===== config.mk =====
export PLATFORM = sky130hd
export DESIGN_NAME = motor_dead_zone_ramp_test_core
export DESIGN_NICKNAME = d
export VERILOG_FILES = /design/src/sv/mdzrt_pkg.sv /design/src/sv/motor_dead_zone_ramp_test_core.sv /design/src/sv/mdzrt_step.sv
export VERILOG_INCLUDE_DIRS = /design/src /design/src/sv
export SDC_FILE = /design/constraint.sdc
export NUM_CORES = 1
export LEC_CHECK = 0
export BUFFER_PORTS_ARGS = -buffer_cell sky130_fd_sc_hd__buf_2
export CORE_AREA = 4 4 234 236
export DETAILED_ROUTE_END_ITERATION = 12
export DIE_AREA = 0 0 238 240
export GPL_ROUTABILITY_DRIVEN = 0
export PLACE_DENSITY = 0.77
export SETUP_SLACK_MARGIN = 0.3
export SLEW_MARGIN = 20
export SYNTH_ARGS = -nofsm -noshare
export SYNTH_HDL_FRONTEND = slang
export SYNTH_SLANG_ARGS = --single-unit

===== constraint.sdc =====
create_clock -name clk -period 14.2 [get_ports clk]
set_input_delay 2.84 -clock clk [delete_from_list [all_inputs] [get_ports clk]]
set_output_delay 2.84 -clock clk [all_outputs]
set_load 0.1 [all_outputs]

===== src/sv/motor_dead_zone_ramp_test_core_macros.svh =====
// Assertion macros shared by the dead-zone ramp test RTL.
`ifndef MOTOR_DEAD_ZONE_RAMP_TEST_CORE_MACROS_SVH
`define MOTOR_DEAD_ZONE_RAMP_TEST_CORE_MACROS_SVH

// Same-cycle implication, checked on clk, off during reset.
`define MDZ_ASSERT_NOW(lbl, ante, cons, msg) \
	lbl: assert property (@(posedge clk) disable iff (!arst_n) (ante) |-> (cons)) \
		else $error(msg);

// Next-cycle implication, checked on clk, off during reset.
`define MDZ_ASSERT_NEXT(lbl, ante, cons, msg) \
	lbl: assert property (@(posedge clk) disable iff (!arst_n) (ante) |=> (cons)) \
		else $error(msg);

`endif


===== src/sv/mdzrt_pkg.sv =====
// Types and constants of the dead-zone ramp test core.
`timescale 1ns / 1ps
package mdzrt_pkg;

	localparam int MV_W    = 14;
	localparam int CNT_W   = 16;
	localparam int POS_W   = 32;
	localparam int LIM_W   = 20;
	localparam int RUNS_W  = 4;
	localparam int RUN_W   = 5;
	localparam int SCALE_W = 16;
	localparam int ADDR_W  = 5;
	localparam int DATA_W  = 32;

	localparam logic [RUN_W-1:0] RUN_MAX = 5'd16;

	// register indexes, byte address is 4x
	localparam logic [2:0] REG_STEP_TICKS     = 3'd0;
	localparam logic [2:0] REG_STEP_MV        = 3'd1;
	localparam logic [2:0] REG_DISTANCE_LIMIT = 3'd2;
	localparam logic [2:0] REG_WAIT_TICKS     = 3'd3;
	localparam logic [2:0] REG_NUM_RUNS       = 3'd4;
	localparam logic [2:0] REG_DEAD_ZONE_MV   = 3'd5;
	localparam logic [2:0] REG_PWM_SCALE      = 3'd6;

	// reported phase codes
	localparam logic [1:0] PHASE_CODE_RAMP = 2'd0;
	localparam logic [1:0] PHASE_CODE_WAIT = 2'd1;
	localparam logic [1:0] PHASE_CODE_DONE = 2'd2;

	typedef enum logic [2:0] {
		PH_RAMP = 3'b001,
		PH_WAIT = 3'b010,
		PH_DONE = 3'b100
	} phase_t;

	typedef struct packed {
		logic [CNT_W-1:0]   step_ticks;
		logic [MV_W-1:0]    step_mv;
		logic [LIM_W-1:0]   distance_limit;
		logic [CNT_W-1:0]   wait_ticks;
		logic [RUNS_W-1:0]  num_runs;
		logic [MV_W-1:0]    dead_zone_mv;
		logic [SCALE_W-1:0] pwm_scale;
	} cfg_t;

	typedef struct packed {
		phase_t             phase;
		logic [CNT_W-1:0]   step_count;
		logic [CNT_W-1:0]   wait_count;
		logic [MV_W-1:0]    ramp_mv;
		logic [RUN_W-1:0]   run_count;
		logic [POS_W-1:0]   zero_ref;
		logic [POS_W-1:0]   prev_position;
	} state_t;

	typedef struct packed {
		logic [POS_W-1:0] position;
		logic [POS_W-1:0] velocity;
		logic [MV_W-1:0]  drive;
		logic [MV_W-1:0]  duty;
		logic             forward;
		logic [RUN_W-1:0] run_number;
		logic [1:0]       phase;
	} res_t;

	function automatic logic [1:0] phase_code(input phase_t ph);
		logic [1:0] code;
		case (ph)
			PH_RAMP: code = PHASE_CODE_RAMP;
			PH_WAIT: code = PHASE_CODE_WAIT;
			PH_DONE: code = PHASE_CODE_DONE;
			default: code = PHASE_CODE_RAMP;
		endcase
		return code;
	endfunction

endpackage


===== src/sv/motor_dead_zone_ramp_test_core.sv =====
// Top level of the motor dead-zone ramp test core.
// Result path: input register, then result register, which loads when stage 1 advances.
// Throughput: one item per cycle unless out_ready stalls the result register; set by the single-pass
// step logic between the input register and the result register, which also updates the state.
// Reset (arst_n low, async): config to defaults, test state to ramping with
// run 1, zero reference 0, both pipeline stages empty. No clearing pass.
`timescale 1ns / 1ps
`include "motor_dead_zone_ramp_test_core_macros.svh"
module motor_dead_zone_ramp_test_core import mdzrt_pkg::*; #(
	parameter int VCC_MV = 15000
) (
	input  logic                     clk,
	input  logic                     arst_n,
	// input channel
	input  logic                     in_valid,
	output logic                     in_ready,
	input  logic [POS_W-1:0]         encoder_count,
	// result channel
	output logic                     out_valid,
	input  logic                     out_ready,
	output logic signed [POS_W-1:0]  position_counts,
	output logic signed [POS_W-1:0]  velocity_counts,
	output logic [MV_W-1:0]          drive_mv,
	output logic [MV_W-1:0]          pwm_duty,
	output logic                     forward,
	output logic [RUN_W-1:0]         run_number,
	output logic [1:0]               phase,
	// configuration port
	input  logic                     psel,
	input  logic                     penable,
	input  logic                     pwrite,
	input  logic [ADDR_W-1:0]        paddr,
	input  logic [DATA_W-1:0]        pwdata,
	output logic [DATA_W-1:0]        prdata,
	output logic                     pready
);

	// configuration registers
	cfg_t             cfg_q;
	logic             cfg_wr;
	logic [2:0]       reg_idx;

	// input stage
	logic             valid_s1;
	logic [POS_W-1:0] count_s1;

	// test state, advanced once per item leaving the input stage
	state_t           state_q;
	state_t           state_nxt;

	// result stage
	logic             out_valid_q;
	res_t             res_q;
	res_t             res_nxt;

	logic             advance;

	assign pready  = 1'b1;
	assign reg_idx = paddr[ADDR_W-1:2];
	assign cfg_wr  = psel && penable && pwrite && pready;

	always_ff @(posedge clk or negedge arst_n) begin
		if (!arst_n) begin
			cfg_q.step_ticks     <= CNT_W'(100);
			cfg_q.step_mv        <= MV_W'(50);
			cfg_q.distance_limit <= LIM_W'(660);
			cfg_q.wait_ticks     <= CNT_W'(300);
			cfg_q.num_runs       <= RUNS_W'(5);
			cfg_q.dead_zone_mv   <= '0;
			cfg_q.pwm_scale      <= SCALE_W'(21845);
		end else if (cfg_wr) begin
			case (reg_idx)
				REG_STEP_TICKS:     cfg_q.step_ticks     <= pwdata[CNT_W-1:0];
				REG_STEP_MV:        cfg_q.step_mv        <= pwdata[MV_W-1:0];
				REG_DISTANCE_LIMIT: cfg_q.distance_limit <= pwdata[LIM_W-1:0];
				REG_WAIT_TICKS:     cfg_q.wait_ticks     <= pwdata[CNT_W-1:0];
				REG_NUM_RUNS:       cfg_q.num_runs       <= pwdata[RUNS_W-1:0];
				REG_DEAD_ZONE_MV:   cfg_q.dead_zone_mv   <= pwdata[MV_W-1:0];
				REG_PWM_SCALE:      cfg_q.pwm_scale      <= pwdata[SCALE_W-1:0];
				default: begin
					// unmapped address: write dropped
				end
			endcase
		end
	end

	always_comb begin
		case (reg_idx)
			REG_STEP_TICKS:     prdata = DATA_W'(cfg_q.step_ticks);
			REG_STEP_MV:        prdata = DATA_W'(cfg_q.step_mv);
			REG_DISTANCE_LIMIT: prdata = DATA_W'(cfg_q.distance_limit);
			REG_WAIT_TICKS:     prdata = DATA_W'(cfg_q.wait_ticks);
			REG_NUM_RUNS:       prdata = DATA_W'(cfg_q.num_runs);
			REG_DEAD_ZONE_MV:   prdata = DATA_W'(cfg_q.dead_zone_mv);
			REG_PWM_SCALE:      prdata = DATA_W'(cfg_q.pwm_scale);
			default:            prdata = '0;
		endcase
	end

	// Item in stage 1 moves on when the result register is free or being taken.
	// Input side accepts while stage 1 is empty or empties in the same cycle.
	assign advance  = valid_s1 && (!out_valid_q || out_ready);
	assign in_ready = !valid_s1 || advance;

	always_ff @(posedge clk or negedge arst_n) begin
		if (!arst_n) begin
			valid_s1 <= 1'b0;
		end else if (in_ready) begin
			valid_s1 <= in_valid;
		end
	end

	always_ff @(posedge clk) begin
		if (in_valid && in_ready) begin
			count_s1 <= encoder_count;
		end
	end

	mdzrt_step #(
		.VCC_MV(VCC_MV)
	) u_step (
		.cfg   (cfg_q),
		.st    (state_q),
		.count (count_s1),
		.nxt   (state_nxt),
		.res   (res_nxt)
	);

	always_ff @(posedge clk or negedge arst_n) begin
		if (!arst_n) begin
			state_q.phase         <= PH_RAMP;
			state_q.step_count    <= '0;
			state_q.wait_count    <= '0;
			state_q.ramp_mv       <= '0;
			state_q.run_count     <= RUN_W'(1);
			state_q.zero_ref      <= '0;
			state_q.prev_position <= '0;
		end else if (advance) begin
			state_q <= state_nxt;
		end
	end

	always_ff @(posedge clk or negedge arst_n) begin
		if (!arst_n) begin
			out_valid_q <= 1'b0;
		end else if (advance) begin
			out_valid_q <= 1'b1;
		end else if (out_ready) begin
			out_valid_q <= 1'b0;
		end
	end

	always_ff @(posedge clk) begin
		if (advance) begin
			res_q <= res_nxt;
		end
	end

	assign out_valid       = out_valid_q;
	assign position_counts = res_q.position;
	assign velocity_counts = res_q.velocity;
	assign drive_mv        = res_q.drive;
	assign pwm_duty        = res_q.duty;
	assign forward         = res_q.forward;
	assign run_number      = res_q.run_number;
	assign phase           = res_q.phase;

	// Only a running ramp drives the motor.
	`MDZ_ASSERT_NOW(a_drive_off_unless_ramp, out_valid_q && (res_q.phase != PHASE_CODE_RAMP), res_q.drive == '0, "drive nonzero outside ramp phase")
	// Drive never passes the supply.
	`MDZ_ASSERT_NOW(a_drive_clipped, out_valid_q, res_q.drive <= MV_W'(VCC_MV), "drive above supply")
	// Run counter stays between 1 and 16.
	`MDZ_ASSERT_NOW(a_run_range, 1'b1, (state_q.run_count >= RUN_W'(1)) && (state_q.run_count <= RUN_MAX), "run count out of range")
	// Finished test stays finished.
	`MDZ_ASSERT_NEXT(a_done_sticky, state_q.phase == PH_DONE, state_q.phase == PH_DONE, "left finished phase")

endmodule


===== src/sv/mdzrt_step.sv =====
// One control tick: next test state and the result item, combinational.
`timescale 1ns / 1ps
module mdzrt_step import mdzrt_pkg::*; #(
	parameter int VCC_MV = 15000
) (
	input  cfg_t             cfg,
	input  state_t           st,
	input  logic [POS_W-1:0] count,
	output state_t           nxt,
	output res_t             res
);

	localparam logic [MV_W:0]   VCC_WIDE   = (MV_W + 1)'(VCC_MV);
	localparam logic [MV_W-1:0] VCC_NARROW = MV_W'(VCC_MV);

	logic [POS_W-1:0]         pos;
	logic [POS_W-1:0]         vel;
	logic [POS_W-1:0]         mag;
	logic [POS_W-1:0]         rpos;
	logic [POS_W-1:0]         rvel;
	logic [CNT_W-1:0]         scnt;
	logic [CNT_W-1:0]         wcnt;
	logic [MV_W:0]            rsum;
	logic [MV_W-1:0]          ramp;
	logic [RUN_W-1:0]         run;
	logic [MV_W-1:0]          u;
	logic [MV_W:0]            dsum;
	logic [MV_W-1:0]          drive;
	logic [MV_W+SCALE_W-1:0]  prod;

	assign pos  = count - st.zero_ref;
	assign vel  = pos - st.prev_position;
	assign mag  = pos[POS_W-1] ? (~pos + POS_W'(1)) : pos;
	assign scnt = st.step_count + CNT_W'(1);
	assign wcnt = st.wait_count + CNT_W'(1);
	assign rsum = {1'b0, st.ramp_mv} + {1'b0, cfg.step_mv};
	assign run  = (st.run_count < RUN_MAX) ? (st.run_count + RUN_W'(1)) : st.run_count;

	always_comb begin
		nxt               = st;
		nxt.prev_position = pos;
		rpos              = pos;
		rvel              = vel;
		ramp              = st.ramp_mv;
		u                 = '0;
		case (st.phase)
			PH_WAIT: begin
				rpos              = '0;
				rvel              = '0;
				nxt.prev_position = '0;
				nxt.wait_count    = wcnt;
				if (wcnt >= cfg.wait_ticks) begin
					nxt.phase      = PH_RAMP;
					nxt.wait_count = '0;
					nxt.zero_ref   = count;
					nxt.ramp_mv    = '0;
					nxt.step_count = '0;
				end
			end
			PH_RAMP: begin
				nxt.step_count = scnt;
				if (scnt >= cfg.step_ticks) begin
					nxt.step_count = '0;
					ramp = (rsum > VCC_WIDE) ? VCC_NARROW : rsum[MV_W-1:0];
				end
				nxt.ramp_mv = ramp;
				if (mag > {{(POS_W-LIM_W){1'b0}}, cfg.distance_limit}) begin
					// run end: measured values still reported, drive off
					nxt.run_count = run;
					if (run > {1'b0, cfg.num_runs}) begin
						nxt.phase = PH_DONE;
					end else begin
						nxt.phase      = PH_WAIT;
						nxt.wait_count = '0;
					end
				end else begin
					u = ramp;
				end
			end
			default: begin
				// finished: measure only
			end
		endcase
	end

	assign dsum  = {1'b0, u} + {1'b0, cfg.dead_zone_mv};
	assign drive = (u == '0) ? '0 : ((dsum > VCC_WIDE) ? VCC_NARROW : dsum[MV_W-1:0]);
	assign prod  = {{SCALE_W{1'b0}}, drive} * {{MV_W{1'b0}}, cfg.pwm_scale};

	assign res.position   = rpos;
	assign res.velocity   = rvel;
	assign res.drive      = drive;
	assign res.duty       = prod[MV_W+SCALE_W-1:SCALE_W];
	assign res.forward    = (prod[MV_W+SCALE_W-1:SCALE_W] != '0);
	assign res.run_number = nxt.run_count;
	assign res.phase      = phase_code(nxt.phase);

endmodule


==> run_results.csv, run 1 <==
group,metric,value,unit
die,die_width,238,um
worst_setup_path,required,14.52,ns
route,route.detailed.wl_per_inst,19.67,um
power,cellLeakagePower,16.66,nW
finish,layout_common_cells,"345 x inv_1, 293 x nand2_1, 282 x buf_4",
grt,grt_pass1_vias,25730,
route,routed_wirelength,82230,um
clock_tree,clkTransAtPathRegs,0.06,ns
clock_tree,cts-root-buf,"clkbuf_16",
synth,synth_compound_area_share,14.38,%
worst_setup_path,crit_type,"flop to flop",
run_status,outcome,"complete, but fails checks",
timing,finalCriticalPeriod,14.40,ns
finish,fill_cells,3863,
synth,synth-simple-area-share,15.51,%
run,drv_cap,0,
worst_setup_path,critPathBufInv,11,
timing,max_slew.worst_pin.slew,1.202,ns
grt,grt_use_total,28.38,%
power,p_per_area,110.6,nW/um2
timing,worst_hold_slack,0.4838,ns
synth,ys.warnings.count,0,
die,die_h,240,um
route,vias,24790,
clock_tree,h-tree-depth,2,
die,ios,211,
grt,antenna_found_initial,1,
finish,drive_above_1_share,24.57,%
clock_tree,clock_path_buffers,3,
placement,dpl_cell_area,32440,um2
die,die-area,57120,um2
synth,synth_xor_area_share,3.963,%
synth,synth.area.mux_share,4.924,%
worst_setup_path,critPathMaxFanout,5,
synth,synth.cell_area,29140,um2
synth,synth_ff_type,"dfrtp_1",
grt,overflow,0,
timing,worst_slew_margin_rel,18.85,%
placement,hpwl,61270,um
timing,hold_viol,0,
grt,grt_pass1_wl,132300,um
finish,nets,3946,
clock_tree,cts_tree,"yes",
die,core_area,52450,um2
timing,max_freq,69.46,MHz
clock_tree,clock_latency,0.59,ns
worst_hold_path,hp-class,"flop to flop",
route,drc,0,
finish,final_cell_area,34810,um2
die,placementRows,84,
synth,synth-edff-count,132,
die,initial_core_util,55.57,%
grt,grt_start_max_net_pins,88,
power,total_power,0.003851,W
synth,ys_ff_latch,352,
worst_setup_path,cp-start-kind,"flop",
route,antenna_left,0,
timing,finalCritPeriodShare,101.4,%
worst_setup_path,cpMaxStageDelayCell,"fa_1",
timing,rsz0062_at_grt,"yes",
route,first_iter_violations,2229,
synth,yosysSeqAreaShare,32.60,%
route,first_pass_iters,6,
timing,slew_viol_final,0,
synth,synth_top_family_by_area,"adder cells",
route,vias_per_cell,5.928,
synth,synth.distinct_cells,103,
synth,async_flop_share,62.50,%
synth,synth_fa_ha_area_share,21.93,%
finish,final_common_cell,"inv_1",
synth,avgSynthCellArea,9.543,um2
worst_setup_path,cp.arrival,14.71,ns
synth,synth_cells,3054,
worst_setup_path,cpLargestDelayFamily,"compound AO/OA/AOI/OAI gates",
placement,portBuffers,183,
timing,skew,0.03710,ns
clock_tree,cts_buffers,40,
worst_setup_path,end_kind,"flop",
timing,setup_ws,-0.1973,ns
clock_tree,clock_sinks,352,
timing,setup_viol,4,
clock_tree,hold_buffers,0,
finish,area_growth,19.45,%
worst_setup_path,slowest_delay,0.54,ns
power,peakVddDrop,149.4,uV
run_status,violations,"setup timing",
==> worst register-to-register path, delay by kind of cell (launching register included) <==
kind / cells / cell delay (ns)
compound gates: 27 / 5.29
fa+ha+maj: 10 / 3.79
simple gates: 13 / 2.56
buf+inv: 11 / 1.51
xor+xnor: 4 / 0.63
flops: 1 / 0.42
==> where the power goes <==
group / switching (W) / total [W] / internal (W)
clock: 0.000449 / 0.00108 / 0.000631
sequential: 0.000126 / 0.00135 / 0.00122
combinational: 0.000977 / 0.00142 / 0.000444
==> Yosys cell counts (all sizes together) (45+ instances only) <==
cell type	number	area, um2
clkbuf	84	315.3
and2	141	882.1
xnor2	81	716.9
o21ai	190	965.9
nor3	58	300.3
nand2	299	1122
nor2	181	679.4
dfrtp	194	4855
a21o	56	420.4
edfxtp	132	3964
nand3	45	230.2
a21oi	141	709.4
buf	47	279.0
fa	168	3363
inv	358	1344
ha	242	3028
mux2	103	1160
xor2	50	437.9
==> final cells by class <==
| cell class | count | area (um2) | share of cell area, % |
|---|---|---|---|
| diodes | 1 | 2.502 | 0.007188 |
| flip-flops and latches | 352 | 9502 | 27.29 |
| inverters | 359 | 1353 | 3.885 |
| repair buffers | 484 | 3257 | 9.356 |
| clock inverters | 24 | 275.3 | 0.7907 |
| multi-input cells | 2223 | 18460 | 53.04 |
| well taps | 688 | 860.8 | 2.473 |
| clock buffers | 50 | 1099 | 3.156 |
==> stage by stage <==
step | utilization (%) | cells | setup TNS [ns] | setup slack (ns)
after global routing | 66.37 | 4180 | -3.051 | -0.6423
after floorplan | - | 3065 | 0 | 0.3106
after detailed placement | 61.85 | 4068 | -5.332 | -1.003
after CTS | 65.82 | 4168 | -0.02671 | -0.02671
final | 66.38 | 4181 | -0.3647 | -0.1973
after global placement | 61.85 | 4068 | -1.923 | -0.6068
==> path summary, 6_finish.rpt <==
| kind | start | endpoint | slack [ns] | cells past startpoint |
|---|---|---|---|---|
| setup / recovery | count_s1[1]$_DFFE_PP_ | forward$_DFFE_PP_ | -0.20 | 65 |
| hold / removal | state_q[10]$_DFFE_PN0P_ | state_q[10]$_DFFE_PN0P_ | 0.48 | 2 |
| setup reg to reg | count_s1[1]$_DFFE_PP_ | forward$_DFFE_PP_ | -0.20 | 65 |
| hold reg to reg | state_q[10]$_DFFE_PN0P_ | state_q[10]$_DFFE_PN0P_ | 0.48 | 2 |
| max in group asynchronous | arst_n | cfg_q[20]$_DFFE_PN0P_ | 10.44 | 2 |
| min in group asynchronous | arst_n | state_q[2]$_DFFE_PN0P_ | 2.31 | 1 |
==> repair_timing <==
action / CTS / global route
resized for setup: 115 / 48
buffers inserted: 26 / 12
pin swaps: 103 / 39
setup endpoints to repair: 15 / 15
==> flip-flops by register name (all words and copies together) (netlist names) <==
name / flops
state_q: 118
cfg_q: 100
count_s1: 32
position_counts: 32
velocity_counts: 32
drive_mv: 14
pwm_duty: 14
run_number: 5
phase: 2
forward: 1
out_valid: 1
valid_s1: 1
==> cell families after synthesis <==
family,after synthesis
adders and majority gates,410
other,2
and+or+nand+nor,912
AOI/OAI and AO/OA,634
muxes,123
xor gates and xnor gates,131
DFF,352
buffers and inverters,490
==> layer usage <==
layer	vias to the layer above	wire, um	track usage [%]
li1	11330	-	-
met1	12040	31710	34.69
met2	1106	39960	49.13
met3	309	5650	4.221
met4	0	4908	14.60
met5	-	0	0
Power figures use the tool's default switching activity.
==> inputs of run 2 (changes only) <==
GPL_TIMING_DRIVEN = 0   (was default)
==> run 2 against run 1 <==
  * Fmax down 1.1%
  * Hold slack better by 0.0062 ns
  * Sequential power about the same
  * Critical endpoint unchanged
  * Highest routed layer is now met5
  * Largest cell class unchanged
  * Wire length up 1.8%
  * Cell area down 2.0%
  * Non-clock buffer count down 82
  * Clock power down 6%
  * Sequential share of layout area up 0.57 points
  * Combinational power about the same
  * Global-route usage up 0.55 points
  * Utilization down 1.4 points
  * The run still ends with setup timing left
==> run_results.csv, run 2 (synthesis results as in run 1) <==
group,metric,value,unit
route,vias_per_cell,5.944,
timing,slew_viol_final,0,
worst_setup_path,reg2reg_slack,-0.36,ns
timing,finalCritPeriodShare,102.5,%
grt,grt_pass1_wl,131900,um
run,drv_cap,0,
clock_tree,clock_path_buffers,3,
run_status,outcome,"complete, but fails checks",
timing,rsz0062_at_grt,"yes",
finish,area_growth,17.01,%
die,placementRows,84,
placement,dpl_cell_area,31170,um2
worst_setup_path,cpMaxStageDelayCell,"fa_1",
route,first_iter_violations,2138,
worst_setup_path,required,14.50,ns
finish,final_common_cell,"inv_1",
power,p_switching,0.001560,W
finish,layout_common_cells,"345 x inv_1, 293 x nand2_1, 225 x ha_1",
worst_setup_path,cp-start-kind,"flop",
power,seqPwrFrac,35.4,%
clock_tree,cts_buffers,40,
power,combPwrFrac,37.4,%
route,vias,24350,
worst_setup_path,critPathMostFrequentCell,"buf_6",
run_status,violations,"setup timing",
clock_tree,cts_tree,"yes",
power,clkPwrFrac,27.2,%
placement,portBuffers,183,
timing,max_freq,68.69,MHz
clock_tree,clock_latency,0.59,ns
die,die-area,57120,um2
clock_tree,clock_sinks,352,
timing,finalCriticalPeriod,14.56,ns
timing,worst_slew_margin_rel,24.21,%
route,antenna_left,0,
grt,grt_start_max_net_pins,89,
worst_setup_path,crit_type,"flop to flop",
worst_setup_path,slowest_delay,0.53,ns
finish,final_cell_area,34100,um2
timing,setup_ws,-0.3582,ns
worst_setup_path,cp.arrival,14.86,ns
power,cellLeakagePower,15.99,nW
worst_setup_path,cpLargestDelayFamily,"compound AO/OA/AOI/OAI gates",
route,first_pass_iters,5,
finish,antennaDiodeCount,0,
die,die_width,238,um
power,p_per_area,110.4,nW/um2
route,route.detailed.wl_per_inst,20.44,um
placement,pre_cts_slack,-2.325,ns
clock_tree,hold_buffers,0,
worst_hold_path,min_delay_path_depth,2,
worst_setup_path,rr_endpoint,"forward$_DFFE_PP_",
worst_setup_path,r2r_cells,66,
die,die_h,240,um
worst_hold_path,hp-class,"flop to flop",
worst_setup_path,rr_startpoint,"count_s1[4]$_DFFE_PP_",
power,peakVddDrop,146.9,uV
route,drc,0,
worst_hold_path,min_from,"state_q[10]$_DFFE_PN0P_",
clock_tree,clkTransAtPathRegs,0.06,ns
timing,setup_viol,7,
die,core_area,52450,um2
finish,nets,3864,
timing,worst_hold_slack,0.4900,ns
finish,regMostFlops,"state_q",
grt,antenna_found_initial,2,
die,ios,211,
grt,overflow,0,
placement,hpwl,61920,um
worst_setup_path,critPathMaxFanout,6,
worst_hold_path,hold_path_end,"state_q[10]$_DFFE_PN0P_",
power,intPower,0.002205,W
timing,skew,0.01913,ns
grt,grt_pass1_vias,24520,
worst_setup_path,end_kind,"flop",
finish,top_regs,"state_q (118), cfg_q (100)",
timing,hold_viol,0,
grt,grt_use_total,28.93,%
power,switching_share,41.44,%
finish,fill_cells,4147,
timing,max_slew.worst_pin.slew,1.134,ns
route,routed_wirelength,83750,um
clock_tree,h-tree-depth,2,
finish,drive_above_1_share,20.59,%
finish,largest_register_ffs,118,
die,initial_core_util,55.57,%
worst_setup_path,critPathBufInv,13,
clock_tree,cts-root-buf,"clkbuf_16",
-- run 2: worst register-to-register path: cells and delay by family (launching register included) --
kind	cells	cell delay (ns)
compound gates	30	5.86
fa+ha+maj	10	4.13
simple gates	10	1.64
buf+inv	13	1.57
flops	1	0.39
xor+xnor	2	0.36
mux	1	0.35
-- run 2: how the worst max path moves through the flow --
stage | from | end | slack [ns] | depth (start not counted)
floorplan | count_s1[18]$_DFFE_PP_ | forward$_DFFE_PP_ | 0.31 | 64
global route | count_s1[0]$_DFFE_PP_ | forward$_DFFE_PP_ | -0.91 | 62
detailed placement | count_s1[4]$_DFFE_PP_ | forward$_DFFE_PP_ | -2.33 | 63
CTS | count_s1[0]$_DFFE_PP_ | forward$_DFFE_PP_ | -0.22 | 61
global placement | count_s1[4]$_DFFE_PP_ | forward$_DFFE_PP_ | -2.24 | 63
finish | count_s1[4]$_DFFE_PP_ | forward$_DFFE_PP_ | -0.36 | 66
-- run 2: power by group through the flow --
stage               Combinational [W]  Clock (W)  Sequential [W]
finish                        0.00141    0.00102         0.00133
CTS                           0.00138    0.00103         0.00133
floorplan                    0.000712          0         0.00161
global route                  0.00150    0.00108         0.00134
global placement              0.00131          0         0.00134
detailed placement            0.00132          0         0.00134
-- run 2: timing repair --
action | CTS | global route
gates resized for setup | 175 | 60
buffers inserted | 63 | 19
hold endpoints to repair | 0 | 0
pin swaps | 110 | 47
gates cloned | 1 | 0
setup endpoints to repair | 15 | 15
-- run 2: cell type report --
cell class              instances  area (um2)  share of cell area [%]
well taps                     688       860.8                   2.524
clock buffers                  49        1086                   3.185
flip-flops and latches        352        9502                   27.86
clock inverters                24       190.2                  0.5577
repair buffers                271        1702                   4.990
multi-input cells            2223       18670                   54.76
inverters                     359        1348                   3.952
plain buffers                 131       740.7                   2.172
-- run 2: metrics by stage --
stage,std cells,TNS [ns],total power (W),utilization [%]
2_1_floorplan,3065,0,0.002325,-
3_3_place_gp,3936,-23.03,0.002650,59.17
3_5_place_dp,3941,-24.06,0.002664,59.43
4_1_cts,4078,-0.2453,0.003737,64.27
5_1_grt,4097,-5.463,0.003922,65.02
6_report,4097,-0.9675,0.003765,65.02
-- run 2: metal layers --
layer / GRT usage [%] / vias up / wire length [um]
met5: 0 / - / 69
met4: 16.52 / 4 / 5662
met3: 4.577 / 304 / 5537
met2: 49.25 / 1012 / 40320
met1: 35.18 / 11880 / 32160
li1: - / 11150 / -
